**src/rtl/box_filter_7x7_rgb_core_defines.svh**
```systemverilog
// assertion macros shared by the box filter rtl
`ifndef BOX_FILTER_7X7_RGB_CORE_DEFINES_SVH
`define BOX_FILTER_7X7_RGB_CORE_DEFINES_SVH

// same-cycle implication, checked on every rising clock edge outside reset
`define BF7X7_ASSERT_IMPLY(label, clk, rst, ante, cons) \
   label: assert property (@(posedge clk) disable iff (rst) (ante) |-> (cons)) \
      else $error("box filter check failed");

// next-cycle implication
`define BF7X7_ASSERT_NEXT(label, clk, rst, ante, cons) \
   label: assert property (@(posedge clk) disable iff (rst) (ante) |=> (cons)) \
      else $error("box filter check failed");

`endif

```
**src/rtl/bf7x7_pkg.sv**
```systemverilog
// shared types and constants of the 7x7 box filter
`default_nettype none

package bf7x7_pkg;

   localparam int KERNEL_SIZE  = 7;
   localparam int STORE_ROWS   = KERNEL_SIZE - 1;
   localparam int AREA         = KERNEL_SIZE * KERNEL_SIZE;
   localparam int NUM_CHAN     = 3;
   localparam int CHAN_W       = 8;
   localparam int CHAN_MAX     = (2 ** CHAN_W) - 1;
   localparam int PIX_W        = NUM_CHAN * CHAN_W;
   localparam int DIM_W        = 12;
   localparam int ROW_W        = 11;
   localparam int ANCHOR_W     = 11;
   localparam int SLOT_W       = $clog2(STORE_ROWS);
   localparam int COLSUM_W     = $clog2(KERNEL_SIZE * CHAN_MAX + 1);
   localparam int SUM_W        = $clog2(AREA * CHAN_MAX + 1);
   localparam int RECIP_SHIFT  = 20;
   localparam int RECIP        = ((2 ** RECIP_SHIFT) + AREA - 1) / AREA;
   localparam int RECIP_W      = $clog2(RECIP + 1);
   localparam int PROD_W       = SUM_W + RECIP_W;
   localparam int MAX_HEIGHT   = 2048;
   localparam int WIDTH_RESET  = 640;
   localparam int HEIGHT_RESET = 480;
   localparam int CSR_ADDR_W   = 3;
   localparam int CSR_DATA_W   = 32;

   localparam int CH_BLUE  = 0;
   localparam int CH_GREEN = 1;
   localparam int CH_RED   = 2;

   typedef logic [CHAN_W-1:0]   chan_type;
   typedef logic [PIX_W-1:0]    pix_type;
   typedef logic [COLSUM_W-1:0] colsum_type;
   typedef logic [SUM_W-1:0]    sum_type;
   typedef logic [DIM_W-1:0]    dim_type;
   typedef logic [SLOT_W-1:0]   slot_type;

   typedef enum logic {
      REG_WIDTH  = 1'b0,
      REG_HEIGHT = 1'b1
   } reg_index_type;

   typedef struct packed {
      logic                emit;
      logic                last;
      logic [ANCHOR_W-1:0] anchor_x;
      logic [ANCHOR_W-1:0] anchor_y;
   } meta_type;

endpackage

`default_nettype wire

```
**src/rtl/bf7x7_csr.sv**
```systemverilog
// frame size registers behind the apb-style port
`default_nettype none

module bf7x7_csr #(
   parameter int MAX_WIDTH = 2048
) (
   input  wire logic                           clock,
   input  wire logic                           reset,
   input  wire logic                           psel,
   input  wire logic                           penable,
   input  wire logic                           pwrite,
   input  wire logic [bf7x7_pkg::CSR_ADDR_W-1:0] paddr,
   input  wire logic [bf7x7_pkg::CSR_DATA_W-1:0] pwdata,
   output      logic [bf7x7_pkg::CSR_DATA_W-1:0] prdata,
   output      logic                           pready,
   output      bf7x7_pkg::dim_type             width,
   output      bf7x7_pkg::dim_type             height,
   output      logic                           cfg_write
);
   import bf7x7_pkg::*;

   localparam int CMP_W = DIM_W + 2;
   localparam logic [CMP_W-1:0] WIDTH_HI  = CMP_W'(MAX_WIDTH);
   localparam logic [CMP_W-1:0] HEIGHT_HI = CMP_W'(MAX_HEIGHT);

   dim_type       width_ff, width_in;
   dim_type       height_ff, height_in;
   reg_index_type index;
   logic          write_hit;

   function automatic dim_type clamp_dim(input dim_type v, input logic [CMP_W-1:0] hi);
      dim_type r;
      if (CMP_W'(v) < CMP_W'(KERNEL_SIZE)) begin
         r = DIM_W'(KERNEL_SIZE);
      end else if (CMP_W'(v) > hi) begin
         r = hi[DIM_W-1:0];
      end else begin
         r = v;
      end
      return r;
   endfunction

   assign pready    = 1'b1;
   assign index     = reg_index_type'(paddr[2]);
   assign write_hit = psel && penable && pwrite && pready;
   assign cfg_write = write_hit;

   always_comb begin
      width_in  = width_ff;
      height_in = height_ff;
      if (write_hit) begin
         unique case (index)
            REG_WIDTH:  width_in  = clamp_dim(pwdata[DIM_W-1:0], WIDTH_HI);
            REG_HEIGHT: height_in = clamp_dim(pwdata[DIM_W-1:0], HEIGHT_HI);
            default:    width_in  = width_ff;
         endcase
      end
   end

   always_comb begin
      unique case (index)
         REG_WIDTH:  prdata = CSR_DATA_W'(width_ff);
         REG_HEIGHT: prdata = CSR_DATA_W'(height_ff);
         default:    prdata = '0;
      endcase
   end

   always_ff @(posedge clock) begin
      if (reset) begin
         width_ff  <= DIM_W'(WIDTH_RESET);
         height_ff <= DIM_W'(HEIGHT_RESET);
      end else begin
         width_ff  <= width_in;
         height_ff <= height_in;
      end
   end

   assign width  = width_ff;
   assign height = height_ff;
endmodule

`default_nettype wire

```
**config.mk**
```make
export PLATFORM = sky130hd
export DESIGN_NAME = bf7x7_csr
export DESIGN_NICKNAME = d
export VERILOG_FILES = /design/src/rtl/box_filter_7x7_rgb_core_defines.svh /design/src/rtl/bf7x7_pkg.sv /design/src/rtl/bf7x7_csr.sv
export SDC_FILE = /design/constraint.sdc
export NUM_CORES = 1
export LEC_CHECK = 0
export ABC_AREA = 1
export BUFFER_PORTS_ARGS = -buffer_cell sky130_fd_sc_hd__buf_2
export CAP_MARGIN = 5
export CORE_ASPECT_RATIO = 0.6
export CORE_MARGIN = 10
export CORE_UTILIZATION = 37
export CTS_BUF_LIST = sky130_fd_sc_hd__clkbuf_4 sky130_fd_sc_hd__clkbuf_8 sky130_fd_sc_hd__clkbuf_16
export DETAILED_ROUTE_END_ITERATION = 8
export PLACE_DENSITY = 0.75
export SYNTH_ARGS = -nofsm -noshare
export SYNTH_HDL_FRONTEND = slang
export SYNTH_SLANG_ARGS = --single-unit
```
**constraint.sdc**
```tcl
create_clock -name clock -period 2.63 [get_ports clock]
set_input_delay 0.263 -clock clock [delete_from_list [all_inputs] [get_ports clock]]
set_output_delay 0.263 -clock clock [all_outputs]
set_load 0.01 [all_outputs]
```
# Yosys cells after proc, flatten, opt, wreduce, memory -nomap -nowiden
# Index checks and enable logic that the tools add are counted.
# Widths: inputs -> output; s select.
# op_classes
n_reduce_logical	4
magnitude_cmp	2
bitwise_logic	1
muxes	3
# ops
op	count
$pmux 32 s2	1
$mux 12	2
$gt 12x12->1 const B	1
$lt 12x3->1 const B	1
$reduce_and 2->1	2
$logic_and 1x1->1	2
$not 1->1	1
# word_totals
register_bits	24
wordCells	12
in_bits	40
output_inout_bits	58

# Depth between registers and ports, before layout
# Gate-level depths: netlist (run 1).
# logic_depth
depth_word	3
mapped_depth	9
depth_no_buf	9

# Worst setup path before layout (run 1)
# No wires, ideal clock.
# synth_timing
path_kind	input to output
start	input paddr[2] (netlist bit)
end	output prdata[10] (netlist bit)
t_required_ps	2367
path_slack_ps	1478
path_buffers	2
cell_stages	4
t_arrival_ps	889
path_cell_list	buf_4 > clkbuf_1 > nand2_1 > o21ai_0
# synth_between
elab_chain_len	2
# synth_rtl
item	line	source
from (decl)	bf7x7_csr.sv:12	input wire logic [bf7x7_pkg::CSR_ADDR_W-1:0] paddr,
$not 1->1 (no line)	--	
$pmux 32 s2 (*)	bf7x7_csr.sv:61	unique case (index)
to (decl)	bf7x7_csr.sv:14	output logic [bf7x7_pkg::CSR_DATA_W-1:0] prdata,
# Every way passes the cells marked *; elsewhere a longest branch is shown, timed or not. The select of a mux whose other input is x is not followed.

# Worst setup path after layout (run 1)
# layout_timing
start	input paddr[2] (netlist bit)
end	register height_ff[8], in the netlist height[8]
# layout_between
elab_chain_len	1
# layout_rtl
item	line	source
$reduce_and 2->1 (no line)	--	
to (signal assigned)	bf7x7_csr.sv:71	height_ff <= DIM_W'(HEIGHT_RESET);
to (signal assigned)	bf7x7_csr.sv:74	height_ff <= height_in;
to (decl)	bf7x7_csr.sv:27	dim_type height_ff, height_in;
# No other way between the ends.
# A chain may end at the register's enable or synchronous reset.

==> results of run 1 <==
synth_stat cells:
master                     count
sky130_fd_sc_hd__nand2_1      48
sky130_fd_sc_hd__dfxtp_1      24
sky130_fd_sc_hd__buf_4        23
sky130_fd_sc_hd__a21oi_1      20
sky130_fd_sc_hd__inv_1        18
sky130_fd_sc_hd__o21ai_0      16
sky130_fd_sc_hd__nor2_1       14
sky130_fd_sc_hd__nand3_1      10
sky130_fd_sc_hd__o21ai_1       4
sky130_fd_sc_hd__clkbuf_1      3
sky130_fd_sc_hd__conb_1        2
sky130_fd_sc_hd__nor2_4        2
sky130_fd_sc_hd__buf_6         1
sky130_fd_sc_hd__inv_4         1
sky130_fd_sc_hd__nand2_4       1
sky130_fd_sc_hd__nand4_1       1
sky130_fd_sc_hd__nor2_2        1
sky130_fd_sc_hd__or2_1         1
kinds of logic after synthesis:
family,after synthesis,synth area share (%)
simple gates,78,25.9
buf+inv,46,20.8
compound gates,40,15.5
flops,24,37.2
other cells,2,0.581
power by group through the flow:
| stage | sequential [mW] | clock [mW] | combinational (mW) |
|---|---|---|---|
| floorplan | 0.398 | 0 | 0.0940 |
| global placement | 0.393 | 0 | 0.125 |
| detailed placement | 0.393 | 0 | 0.127 |
| CTS | 0.385 | 0.252 | 0.127 |
| global route | 0.387 | 0.269 | 0.143 |
| finish | 0.384 | 0.246 | 0.127 |
per-layer routing:
layer | share of wire [%] | GRT usage [%]
met5 | 0 | 0
met4 | 0 | 1.08
met1 | 44 | 14.2
met2 | 45 | 18.1
met3 | 10 | 5.10
cell type report:
class                   instances  area share, %
well taps                      45           3.63
inverters                      19           4.76
clock buffers                   4           3.55
multi-input cells             139           39.6
repair buffers                 54           17.4
flip-flops and latches         24           31.0
path summary, 6_finish.rpt:
kind,startpoint,end,slack (ns),depth (start not counted)
setup / recovery,paddr[2],height[8]$_SDFFE_PP1P_,1.24,6
hold / removal,pwdata[7],height[7]$_SDFFE_PP1P_,0.26,3
setup reg to reg,height[9]$_SDFFE_PP0P_,height[9]$_SDFFE_PP0P_,1.95,2
hold reg to reg,width[10]$_SDFFE_PP0P_,width[10]$_SDFFE_PP0P_,0.47,2
worst max-delay path, stage by stage:
cell and delay (ns):
sky130_fd_sc_hd__buf_2 0.35, sky130_fd_sc_hd__inv_4 0.14, sky130_fd_sc_hd__nor2_4 0.33, sky130_fd_sc_hd__inv_1 0.23, sky130_fd_sc_hd__a21oi_1 0.16, sky130_fd_sc_hd__o21ai_1 0.07
flip-flops by register name (all words and copies together), names as in the netlist:
signal,cells
width,12
height,12
stage by stage:
stage,util [%],cells,hold WS (ns)
after floorplan,-,209,0.394
after global routing,46.9,285,0.278
after CTS,46.9,285,0.255
final,46.9,285,0.259
after detailed placement,45.3,281,0.463
after global placement,45.3,281,0.458
==> reports/qor.json, run 1 <==
{
  "layout": {
    "nNetsFinal": 281,
    "layout.cells.most_common_list": "sky130_fd_sc_hd__buf_2 (54), sky130_fd_sc_hd__nand2_1 (48), sky130_fd_sc_hd__dfxtp_1 (24)",
    "area_growth_pct": 19.9,
    "antenna_cells_inserted": 0,
    "drive_gt1_share_pct": 26.3,
    "layout.cells.most_common": "sky130_fd_sc_hd__buf_2",
    "layout.area.seq_um2": 480,
    "post-route-cell-area_um2": 1550,
    "fillCellCount": 370,
    "multiInputGateArea_um2": 614
  },
  "cts": {
    "cts.htree.levels": 1,
    "cts.path.max_buffers": 2,
    "clock_latency_ns": 0.26,
    "clk_root_buffer_cell": "sky130_fd_sc_hd__clkbuf_8",
    "number_of_buffers_added_to_fix_hold_violations_after_cts": 0,
    "clkSinkCount": 24,
    "cts_inserted_buffers": 3,
    "clock_tree_from_tritoncts": "done",
    "clock_pin_slew_on_the_worst_setup_and_hold_paths_ns": 0.08,
    "post_cts_resize_count": 0,
    "cts_setup_buffers": 0
  },
  "die": {
    "die-area_um2": 6330,
    "core_area_um2": 3300,
    "starting_density_pct": 39.1,
    "std_cell_rows": 16,
    "io_pins": 98,
    "dieHeight_um": 65.8,
    "die_width_um": 96.3
  },
  "drt": {
    "drt-initial-drc-count": 46,
    "vias": 1255,
    "drc_markers": 0,
    "ant_nets": 0,
    "drt-pass1-iter-count": 4,
    "average_routed_wire_per_standard_cell_um": 13.2,
    "via_per_inst": 4.40,
    "postRouteWirelength_mm": 3.76
  },
  "sta": {
    "max_freq_mhz": 717,
    "grt_setup_unrepaired": "no",
    "period_minus_slack_ns": 1.39,
    "drv_slew": 0,
    "finalSetupTns_ns": 0,
    "timing.clock.skew_ns": 0,
    "setup_ws_ns": 1.24,
    "setup_viol": 0,
    "hold_viol": 0,
    "final_min_period_over_clock_period_pct": 53.0
  },
  "pwr": {
    "cellLeakagePower_nw": 0.834,
    "power_density_nw_per_um2": 489,
    "maximum_ir_drop_on_the_vdd_rail_mv": 0.198,
    "pwr-share-comb_pct": 16.8,
    "p_total_mw": 0.757,
    "net_sw_power_mw": 0.206,
    "p_int_mw": 0.552,
    "sequential_share_of_power_pct": 50.7,
    "switching_share_pct": 27.2,
    "clock_power_share_pct": 32.5
  },
  "critical_path": {
    "path_class": "input port to flip-flop",
    "critical_path.max_fanout": 18,
    "sort_of_element_at_the_start_of_the_critical_path": "input port",
    "worstPathRequired_ns": 2.78,
    "crit_path_end_kind": "flip-flop",
    "cp_data_arrival_time_ns": 1.54
  },
  "run_status": {
    "run_status": "completed"
  },
  "global_routing": {
    "wire_length_of_the_first_global_routing_pass_mm": 5.83,
    "grt_start_max_net_pins": 19,
    "grt-ovfl-total": 0,
    "globalRouteTotalUtil_pct": 11.4,
    "first_global_vias": 1179,
    "antenna_found_initial": 0
  },
  "hold_path": {
    "min_path_type": "input port to flip-flop"
  },
  "logic_synthesis": {
    "synth_top_area_share_pct": 37.2,
    "syn-mean-instance-area_um2": 6.80,
    "yosysSeqAreaShare_pct": 37.2,
    "synth-warning-count": 0,
    "mappedNetlistArea_um2": 1290,
    "syn-instance-count": 190,
    "ys_top_cells_by_area": "sky130_fd_sc_hd__dfxtp_1 (37%), sky130_fd_sc_hd__nand2_1 (14%), sky130_fd_sc_hd__buf_4 (13%)",
    "synth_top_area_cell": "sky130_fd_sc_hd__dfxtp_1",
    "synthDistinctLibCells": 18,
    "yosys_register_bits": 24
  },
  "place": {
    "place_ws_ns": 0.924,
    "io_buffers": 54,
    "postPlaceCellArea_um2": 1500,
    "gp_congestion": 0.767,
    "place.detailed.hpwl_mm": 3.00
  },
  "run": {
    "max_capacitance_violation_total": 0
  }
}
Note: power is estimated with default switching activity, not from simulation.
==> inputs of run 2 (changes only) <==
==> constraint.sdc (replaced) <==
create_clock -name clock -period 1.3 [get_ports clock]
set_input_delay 0.13 -clock clock [delete_from_list [all_inputs] [get_ports clock]]
set_output_delay 0.13 -clock clock [all_outputs]
set_load 0.01 [all_outputs]
==> run 2 against run 1 <==
Against the previous run: global-route usage increased by 0.63 points; combinational power increased by 110%; cell count increased by 1.1%; critical path type is now flip-flop to primary output; highest routed layer is now met4.
==> reports/qor.json, run 2 (synthesized netlist as in run 1, its figures left out) <==
{
  "run_status": {
    "run_status": "completed"
  },
  "die": {
    "io_pins": {"value": 98, "change": "unchanged"},
    "dieHeight": {"value": 65.8, "unit": "µm", "change": "unchanged"},
    "die-area": {"value": 6330, "unit": "µm²", "change": "unchanged"},
    "die_width": {"value": 96.3, "unit": "µm", "change": "unchanged"},
    "std_cell_rows": {"value": 16, "change": "unchanged"},
    "core_area": {"value": 3300, "unit": "µm²", "change": "unchanged"},
    "starting_density": {"value": 39.1, "unit": "%", "change": "unchanged"}
  },
  "layout": {
    "layout.cells.most_common": "sky130_fd_sc_hd__buf_2",
    "post-route-cell-area": {"value": 1570, "unit": "µm²", "change": "+1.0%"},
    "area_growth_pct": 21.2,
    "antenna_cells_inserted": {"value": 0, "change": "unchanged"},
    "layout.cells.most_common_list": "sky130_fd_sc_hd__buf_2 (54), sky130_fd_sc_hd__nand2_1 (48), sky130_fd_sc_hd__dfxtp_1 (24)",
    "drive_gt1_share": {"value": 27.2, "unit": "%", "change": "+0.91 points"},
    "final-instance-count-excl-fill": {"value": 288, "change": "+1.1%"},
    "nNetsFinal": {"value": 285, "change": "+1.4%"}
  },
  "sta": {
    "drv_slew": {"value": 0, "change": "unchanged"},
    "finalSetupTns": {"value": 0, "unit": "ns", "change": "unchanged"},
    "timing.clock.skew": {"value": 0, "unit": "ns", "change": "unchanged"},
    "hold_viol": {"value": 0, "change": "unchanged"},
    "hold-worst-slack": {"value": 0.125, "unit": "ns", "change": "-0.135 ns"},
    "setup_viol": {"value": 0, "change": "unchanged"},
    "grt_setup_unrepaired": "no",
    "max_freq_mhz": 946,
    "final_min_period_over_clock_period_pct": 81.4,
    "period_minus_slack_ns": 1.06
  },
  "global_routing": {
    "globalRouteTotalUtil": {"value": 12.0, "unit": "%", "change": "+0.63 points"},
    "grt-ovfl-total": {"value": 0, "change": "unchanged"},
    "first_global_vias": {"value": 1244, "change": "+5.5%"},
    "wire_length_of_the_first_global_routing_pass": {"value": 6.11, "unit": "mm", "change": "+4.7%"},
    "antenna_found_initial": {"value": 0, "change": "unchanged"},
    "grt_start_max_net_pins": {"value": 17, "change": "-2"}
  },
  "critical_path": {
    "timing.reg2reg.worst_path_depth": {"value": 4, "change": "+2"},
    "worstPathRequired": {"value": 1.17, "unit": "ns", "change": "-1.61 ns"},
    "critical_path.slowest_cell": "sky130_fd_sc_hd__dfxtp_1",
    "rrSetupSlack": {"value": 0.61, "unit": "ns", "change": "-1.34 ns"},
    "critical_path.cell_chain": "inv_1 -> o21ai_0 -> buf_2",
    "critical_path.n_buffers_inverters": {"value": 2, "change": "-1"},
    "sort_of_element_at_the_start_of_the_critical_path": "flip-flop",
    "critical_path.max_fanout": {"value": 2, "change": "-16"},
    "timing.critical_path.max_delay_family": "flip-flops",
    "cp_data_arrival_time": {"value": 0.93, "unit": "ns", "change": "-0.61 ns"},
    "path_class": "flip-flop to primary output",
    "timing.rr.end": "height[1]$_SDFFE_PP0P_",
    "crit_path_end_kind": "primary output",
    "timing.critical_path.slowest_cell_delay": {"value": 0.33, "unit": "ns", "change": "-0.02 ns"},
    "rr_startpoint": "height[1]$_SDFFE_PP0P_"
  },
  "cts": {
    "clock_pin_slew_on_the_worst_setup_and_hold_paths": {"value": 0.08, "unit": "ns", "change": "about the same"},
    "clock_latency": {"value": 0.26, "unit": "ns", "change": "about the same"},
    "number_of_buffers_added_to_fix_hold_violations_after_cts": {"value": 0, "change": "unchanged"},
    "clk_root_buffer_cell": "sky130_fd_sc_hd__clkbuf_8",
    "cts.htree.levels": {"value": 1, "change": "unchanged"},
    "post_cts_resize_count": {"value": 0, "change": "unchanged"},
    "clkSinkCount": {"value": 24, "change": "unchanged"},
    "cts.path.max_buffers": {"value": 2, "change": "unchanged"},
    "clock_tree_from_tritoncts": "done",
    "cts_inserted_buffers": {"value": 3, "change": "unchanged"},
    "cts_setup_buffers": {"value": 0, "change": "unchanged"}
  },
  "drt": {
    "ant_nets": {"value": 0, "change": "unchanged"},
    "drt-pass1-iter-count": {"value": 4, "change": "unchanged"},
    "drc_markers": {"value": 0, "change": "unchanged"},
    "via_per_inst": {"value": 4.37, "change": "-0.73%"},
    "vias": {"value": 1259, "change": "+0.32%"},
    "average_routed_wire_per_standard_cell": {"value": 13.2, "unit": "µm", "change": "+0.22%"},
    "drt-initial-drc-count": {"value": 57, "change": "+24%"},
    "postRouteWirelength": {"value": 3.81, "unit": "mm", "change": "+1.3%"}
  },
  "hold_path": {
    "min_path_type": "input port to flip-flop",
    "worstHoldStart": "pwdata[7]",
    "min_delay_worst_endpoint": "height[7]$_SDFFE_PP1P_",
    "min_path_cells": {"value": 3, "change": "unchanged"}
  },
  "pwr": {
    "clock_power_share": {"value": 28.9, "unit": "%", "change": "-3.6 points"},
    "cellLeakagePower": {"value": 0.848, "unit": "nW", "change": "+1.6%"},
    "p_int": {"value": 1.06, "unit": "mW", "change": "+92%"},
    "maximum_ir_drop_on_the_vdd_rail": {"value": 0.468, "unit": "mV", "change": "+140%"},
    "sequential_share_of_power": {"value": 53.1, "unit": "%", "change": "+2.4 points"},
    "net_sw_power": {"value": 0.408, "unit": "mW", "change": "+98%"},
    "power_density": {"value": 936, "unit": "nW/µm²", "change": "+92%"},
    "p_total": {"value": 1.47, "unit": "mW", "change": "+94%"},
    "switching_share": {"value": 27.8, "unit": "%", "change": "+0.63 points"},
    "pwr-share-comb": {"value": 18.1, "unit": "%", "change": "+1.3 points"}
  },
  "place": {
    "io_buffers": {"value": 54, "change": "unchanged"},
    "gp_congestion": {"value": 0.784, "change": "+2.2%"},
    "place.detailed.instances": {"value": 285, "change": "+1.4%"},
    "place.detailed.hpwl": {"value": 3.11, "unit": "mm", "change": "+3.6%"},
    "postPlaceCellArea": {"value": 1530, "unit": "µm²", "change": "+2.0%"}
  },
  "run": {
    "max_capacitance_violation_total": {"value": 0, "change": "unchanged"}
  }
}
[run 2: per-stage QoR]
stage | util [%] | setup slack, ns
final | 47.4 | 0.242
after floorplan | - | 0.364
after CTS | 47.4 | 0.236
after global placement | 46.2 | 0.133
after global routing | 47.4 | 0.137
after detailed placement | 46.2 | 0.0847
[run 2: final cells by class]
cell class	count	area (µm²)
clock buffers	3	41.3
well taps	45	56.3
multi-input cells	139	614
inverters	19	73.8
fillers	355	1740
repair buffers	58	300
flip-flops and latches	24	480
[run 2: tightest hold or removal path, delay by kind of cell]
kind                   cells  cell delay [ns]
buffers and inverters      1             0.10
AND/OR/NAND/NOR            2             0.12
[run 2: how the worst max path moves through the flow]
| stage | from | end | slack [ns] | cells past startpoint |
|---|---|---|---|---|
| after floorplan | pwrite | height[5]$_SDFFE_PP1P_ | 0.36 | 5 |
| after global placement | pwrite | width[10]$_SDFFE_PP0P_ | 0.13 | 6 |
| after detailed placement | pwrite | width[10]$_SDFFE_PP0P_ | 0.08 | 6 |
| after CTS | width[10]$_SDFFE_PP0P_ | prdata[10] | 0.24 | 3 |
| after global routing | width[0]$_SDFFE_PP0P_ | prdata[0] | 0.14 | 3 |
| final | width[10]$_SDFFE_PP0P_ | prdata[10] | 0.24 | 3 |
[run 2: routing by layer]
metal / share of wire (%) / track usage (%) / up-vias
li1: - / - / 665
met1: 44 / 14.2 / 553
met2: 46 / 19.8 / 39
met3: 9.8 / 5.56 / 2
met4: 0.32 / 1.62 / 0
met5: 0 / 0 / -
[run 2: power by group through the flow]
stage / logic (mW) / registers (mW) / clock network, mW
floorplan: 0.190 / 0.806 / 0
global placement: 0.260 / 0.794 / 0
detailed placement: 0.264 / 0.795 / 0
CTS: 0.265 / 0.778 / 0.440
global route: 0.300 / 0.782 / 0.471
finish: 0.265 / 0.778 / 0.423
==> inputs of run 3 (changes only) <==
--- a/config.mk
+++ b/config.mk
@@ -5,15 +5,15 @@
 export SDC_FILE = /design/constraint.sdc
 export NUM_CORES = 1
 export LEC_CHECK = 0
-export ABC_AREA = 1
+export ABC_AREA = 0
 export BUFFER_PORTS_ARGS = -buffer_cell sky130_fd_sc_hd__buf_2
 export CAP_MARGIN = 5
 export CORE_ASPECT_RATIO = 0.6
 export CORE_MARGIN = 10
-export CORE_UTILIZATION = 37
+export CORE_UTILIZATION = 36
 export CTS_BUF_LIST = sky130_fd_sc_hd__clkbuf_4 sky130_fd_sc_hd__clkbuf_8 sky130_fd_sc_hd__clkbuf_16
 export DETAILED_ROUTE_END_ITERATION = 8
-export PLACE_DENSITY = 0.75
+export PLACE_DENSITY = 0.76
 export SYNTH_ARGS = -nofsm -noshare
 export SYNTH_HDL_FRONTEND = slang
 export SYNTH_SLANG_ARGS = --single-unit
==> constraint.sdc (replaced) <==
create_clock -name clock -period 0.85 [get_ports clock]
set_input_delay 0.085 -clock clock [delete_from_list [all_inputs] [get_ports clock]]
set_output_delay 0.085 -clock clock [all_outputs]
set_load 0.01 [all_outputs]
==> run 3 against run 2 <==
Against the previous run: clock power rose by 64%; the run now ends with negative setup slack left; synthesized area about the same; utilization increased by 32 points; cell count increased by 0.35%; non-clock buffer count rose by 60; first-iteration DRC count shrank 28%; synthesized cell count decreased by 30%; hold slack better by 0.053 ns.
==> reports/qor.json, run 3 <==
{
  "die": {
    "std_cell_rows": {"value": 16, "change": "unchanged"},
    "die-area": {"value": 6460, "unit": "µm²", "change": "+2.0%"},
    "dieHeight": {"value": 66.4, "unit": "µm", "change": "+0.93%"},
    "io_pins": {"value": 98, "change": "unchanged"},
    "starting_density": {"value": 38.6, "unit": "%", "change": "-0.51 points"},
    "core_area": {"value": 3340, "unit": "µm²", "change": "+1.2%"},
    "die_width": {"value": 97.3, "unit": "µm", "change": "+1.1%"}
  },
  "drt": {
    "postRouteWirelength": {"value": 5.23, "unit": "mm", "change": "+37%"},
    "vias": {"value": 1396, "change": "+11%"},
    "average_routed_wire_per_standard_cell": {"value": 18.1, "unit": "µm", "change": "+37%"},
    "drc_markers": {"value": 0, "change": "unchanged"},
    "drt-initial-drc-count": {"value": 41, "change": "-28%"},
    "drt-pass1-iter-count": {"value": 4, "change": "unchanged"},
    "via_per_inst": {"value": 4.83, "change": "+10%"},
    "ant_nets": {"value": 0, "change": "unchanged"}
  },
  "hold_path": {
    "min_path_type": "input port to flip-flop"
  },
  "logic_synthesis": {
    "async_reset_ff_share": {"value": 0, "unit": "%", "change": "unchanged"},
    "synth_edf_count": {"value": 0, "change": "unchanged"},
    "yosysSeqAreaShare": {"value": 37.2, "unit": "%", "change": "about the same"},
    "arithmetic_cell_share_of_the_synthesized_area_counting_full_adders_half_adders_and_majority_gates": {"value": 0, "unit": "%", "change": "unchanged"},
    "post_synth_mux_area_share": {"value": 13.6, "unit": "%", "change": "+14 points"},
    "yosys_register_bits": {"value": 24, "change": "unchanged"},
    "synth.most_common_cell": "sky130_fd_sc_hd__dfxtp_1",
    "synth_top_cells_by_count": "sky130_fd_sc_hd__dfxtp_1 (24), sky130_fd_sc_hd__buf_4 (21), sky130_fd_sc_hd__a21oi_1 (9)",
    "post_synth_and_or_nand_nor_area_fraction": {"value": 13.2, "unit": "%", "change": "-13 points"},
    "ys_top_cells_by_area": "sky130_fd_sc_hd__dfxtp_1 (37%), sky130_fd_sc_hd__buf_4 (12%), sky130_fd_sc_hd__mux2_2 (7.0%)",
    "mappedNetlistArea": {"value": 1290, "unit": "µm²", "change": "about the same"},
    "synth-warning-count": {"value": 0, "change": "unchanged"},
    "syn-mean-instance-area": {"value": 9.71, "unit": "µm²", "change": "+43%"},
    "synthDistinctLibCells": {"value": 30, "change": "+12"},
    "synth_xor_area_share": {"value": 0, "unit": "%", "change": "unchanged"},
    "synth_top_area_share": {"value": 37.2, "unit": "%", "change": "about the same"},
    "main_combinational_cell_family_by_area_after_synthesis": "compound AO/OA/AOI/OAI gates",
    "compound_gate_portion_of_the_synthesized_area": {"value": 19.2, "unit": "%", "change": "+3.7 points"},
    "syn-instance-count": {"value": 133, "change": "-30%"},
    "synth_top_area_cell": "sky130_fd_sc_hd__dfxtp_1",
    "synthFlopType": "sky130_fd_sc_hd__dfxtp_1"
  },
  "run": {
    "max_capacitance_violation_total": {"value": 0, "change": "unchanged"}
  },
  "sta": {
    "finalSetupTns": {"value": -8.18, "unit": "ns", "change": "-8.18 ns"},
    "max_freq_mhz": 786,
    "setup_ws": {"value": -0.422, "unit": "ns", "change": "-0.664 ns"},
    "setup_viol": {"value": 53, "change": "+53"},
    "drv_slew": {"value": 0, "change": "unchanged"},
    "period_minus_slack_ns": 1.27,
    "grt_setup_unrepaired": "yes",
    "final_min_period_over_clock_period_pct": 150,
    "hold_viol": {"value": 0, "change": "unchanged"},
    "timing.clock.skew": {"value": 0, "unit": "ns", "change": "unchanged"}
  },
  "cts": {
    "cts.htree.levels": {"value": 1, "change": "unchanged"},
    "number_of_buffers_added_to_fix_hold_violations_after_cts": {"value": 0, "change": "unchanged"},
    "clk_root_buffer_cell": "sky130_fd_sc_hd__clkbuf_8",
    "cts.path.max_buffers": {"value": 2, "change": "unchanged"},
    "cts_inserted_buffers": {"value": 3, "change": "unchanged"},
    "clkSinkCount": {"value": 24, "change": "unchanged"},
    "clock_tree_from_tritoncts": "done",
    "clock_pin_slew_on_the_worst_setup_and_hold_paths": {"value": 0.08, "unit": "ns", "change": "about the same"},
    "clock_latency": {"value": 0.27, "unit": "ns", "change": "about the same"}
  },
  "global_routing": {
    "grt_start_max_net_pins": {"value": 21, "change": "+4"},
    "first_global_vias": {"value": 1487, "change": "+20%"},
    "wire_length_of_the_first_global_routing_pass": {"value": 7.87, "unit": "mm", "change": "+29%"},
    "grt_busiest_layer": "met2",
    "globalRouteTotalUtil": {"value": 15.1, "unit": "%", "change": "+3.1 points"},
    "grtUsageMet2": {"value": 26.2, "unit": "%", "change": "+6.3 points"},
    "gr-usage-met3": {"value": 6.99, "unit": "%", "change": "+1.4 points"},
    "gr-usage-met1": {"value": 16.7, "unit": "%", "change": "+2.5 points"},
    "antenna_found_initial": {"value": 0, "change": "unchanged"},
    "grt-ovfl-total": {"value": 0, "change": "unchanged"}
  },
  "pwr": {
    "sequential_share_of_power": {"value": 45.6, "unit": "%", "change": "-7.5 points"},
    "cellLeakagePower": {"value": 1.27, "unit": "nW", "change": "+50%"},
    "power_density": {"value": 962, "unit": "nW/µm²", "change": "+2.8%"},
    "p_total": {"value": 2.55, "unit": "mW", "change": "+74%"},
    "net_sw_power": {"value": 0.714, "unit": "mW", "change": "+75%"},
    "p_int": {"value": 1.84, "unit": "mW", "change": "+74%"},
    "maximum_ir_drop_on_the_vdd_rail": {"value": 0.962, "unit": "mV", "change": "+110%"},
    "clock_power_share": {"value": 27.2, "unit": "%", "change": "-1.7 points"},
    "pwr-share-comb": {"value": 27.2, "unit": "%", "change": "+9.1 points"},
    "switching_share": {"value": 28.0, "unit": "%", "change": "+0.17 points"}
  },
  "place": {
    "place.detailed.hpwl": {"value": 3.35, "unit": "mm", "change": "+7.8%"},
    "io_buffers": {"value": 54, "change": "unchanged"},
    "gp_congestion": {"value": 0.835, "change": "+6.4%"},
    "place.detailed.instances": {"value": 255, "change": "-11%"}
  },
  "run_status": {
    "run_status": "finished with violations",
    "failing_checks": "negative setup slack"
  },
  "critical_path": {
    "path_class": "input port to flip-flop",
    "cp_data_arrival_time": {"value": 1.44, "unit": "ns", "change": "+0.51 ns"},
    "sort_of_element_at_the_start_of_the_critical_path": "input port",
    "worstPathRequired": {"value": 1.02, "unit": "ns", "change": "-0.15 ns"},
    "critical_path.max_fanout": {"value": 6, "change": "+4"},
    "crit_path_end_kind": "flip-flop"
  },
  "layout": {
    "final-instance-count-excl-fill": {"value": 289, "change": "+0.35%"},
    "drive_gt1_share": {"value": 72.1, "unit": "%", "change": "+45 points"},
    "layout.cells.most_common_list": "sky130_fd_sc_hd__buf_6 (74), sky130_fd_sc_hd__buf_4 (28), sky130_fd_sc_hd__dfxtp_2 (24)",
    "nNetsFinal": {"value": 286, "change": "+0.35%"},
    "antenna_cells_inserted": {"value": 0, "change": "unchanged"},
    "layout.cells.most_common": "sky130_fd_sc_hd__buf_6",
    "area_growth_pct": 106
  }
}
[run 3: power groups by stage]
| stage | clock network [mW] | logic (mW) | registers [mW] |
|---|---|---|---|
| floorplan | 0 | 0.269 | 1.20 |
| global placement | 0 | 0.464 | 1.18 |
| detailed placement | 0 | 0.469 | 1.19 |
| CTS | 0.696 | 0.628 | 1.16 |
| global route | 0.747 | 0.735 | 1.17 |
| finish | 0.695 | 0.694 | 1.16 |
[run 3: path summary, 6_finish.rpt]
check | from | to | slack [ns] | depth (start not counted)
setup / recovery | pwdata[7] | height[4]$_SDFFE_PP0P_ | -0.42 | 4
hold / removal | pwdata[3] | width[3]$_SDFFE_PP0P_ | 0.18 | 3
setup reg to reg | height[7]$_SDFFE_PP1P_ | height[7]$_SDFFE_PP1P_ | -0.02 | 4
hold reg to reg | width[9]$_SDFFE_PP1P_ | width[9]$_SDFFE_PP1P_ | 0.56 | 2
[run 3: cell type report]
class	count	area (µm²)
repair buffers	118	1180
multi-input cells	93	840
fillers	210	689
flip-flops and latches	24	510
well taps	45	56.3
clock buffers	3	41.3
inverters	6	22.5
[run 3: routing by layer]
layer  vias up  wire (µm)
met3         4        393
met2        48       2620
met1       673       2180
li1        671          -
met4         0         34
met5         -          0
[run 3: what timing repair did]
action | 4_1_cts | 5_1_grt
hold endpoints to repair | 0 | 0
resized for setup | 108 | 30
pin swaps | 9 | 6
buffers inserted | 23 | 21
cloned | 0 | 0
endpoints found under the setup margin | 53 | 54
[run 3: critical path, stage by stage]
cell,delay (ns)
sky130_fd_sc_hd__buf_6,0.09
sky130_fd_sc_hd__or4_4,0.54
sky130_fd_sc_hd__o31a_1,0.41
sky130_fd_sc_hd__o41ai_2,0.31
[run 3: cells by family (layout without fill, tap and decap cells)]
kind of cell    count (synthesis)  after routing
compound gates                 30             30
buf+inv                        35            127
flops                          24             24
other cells                     2             21
mux                            16             16
simple gates                   26             26
[run 3: per-stage QoR]
| step | utilization (%) | worst slack (ns) | hold slack (ns) | cell area [µm²] |
|---|---|---|---|---|
| 6_report | 79.4 | -0.422 | 0.178 | 2650 |
| 2_1_floorplan | - | -0.484 | 0.230 | 1410 |
| 3_3_place_gp | 54.9 | -0.641 | 0.467 | 1840 |
| 4_1_cts | 75.1 | -0.414 | 0.170 | 2510 |
| 3_5_place_dp | 54.9 | -0.706 | 0.464 | 1840 |
| 5_1_grt | 79.4 | -0.475 | 0.189 | 2650 |
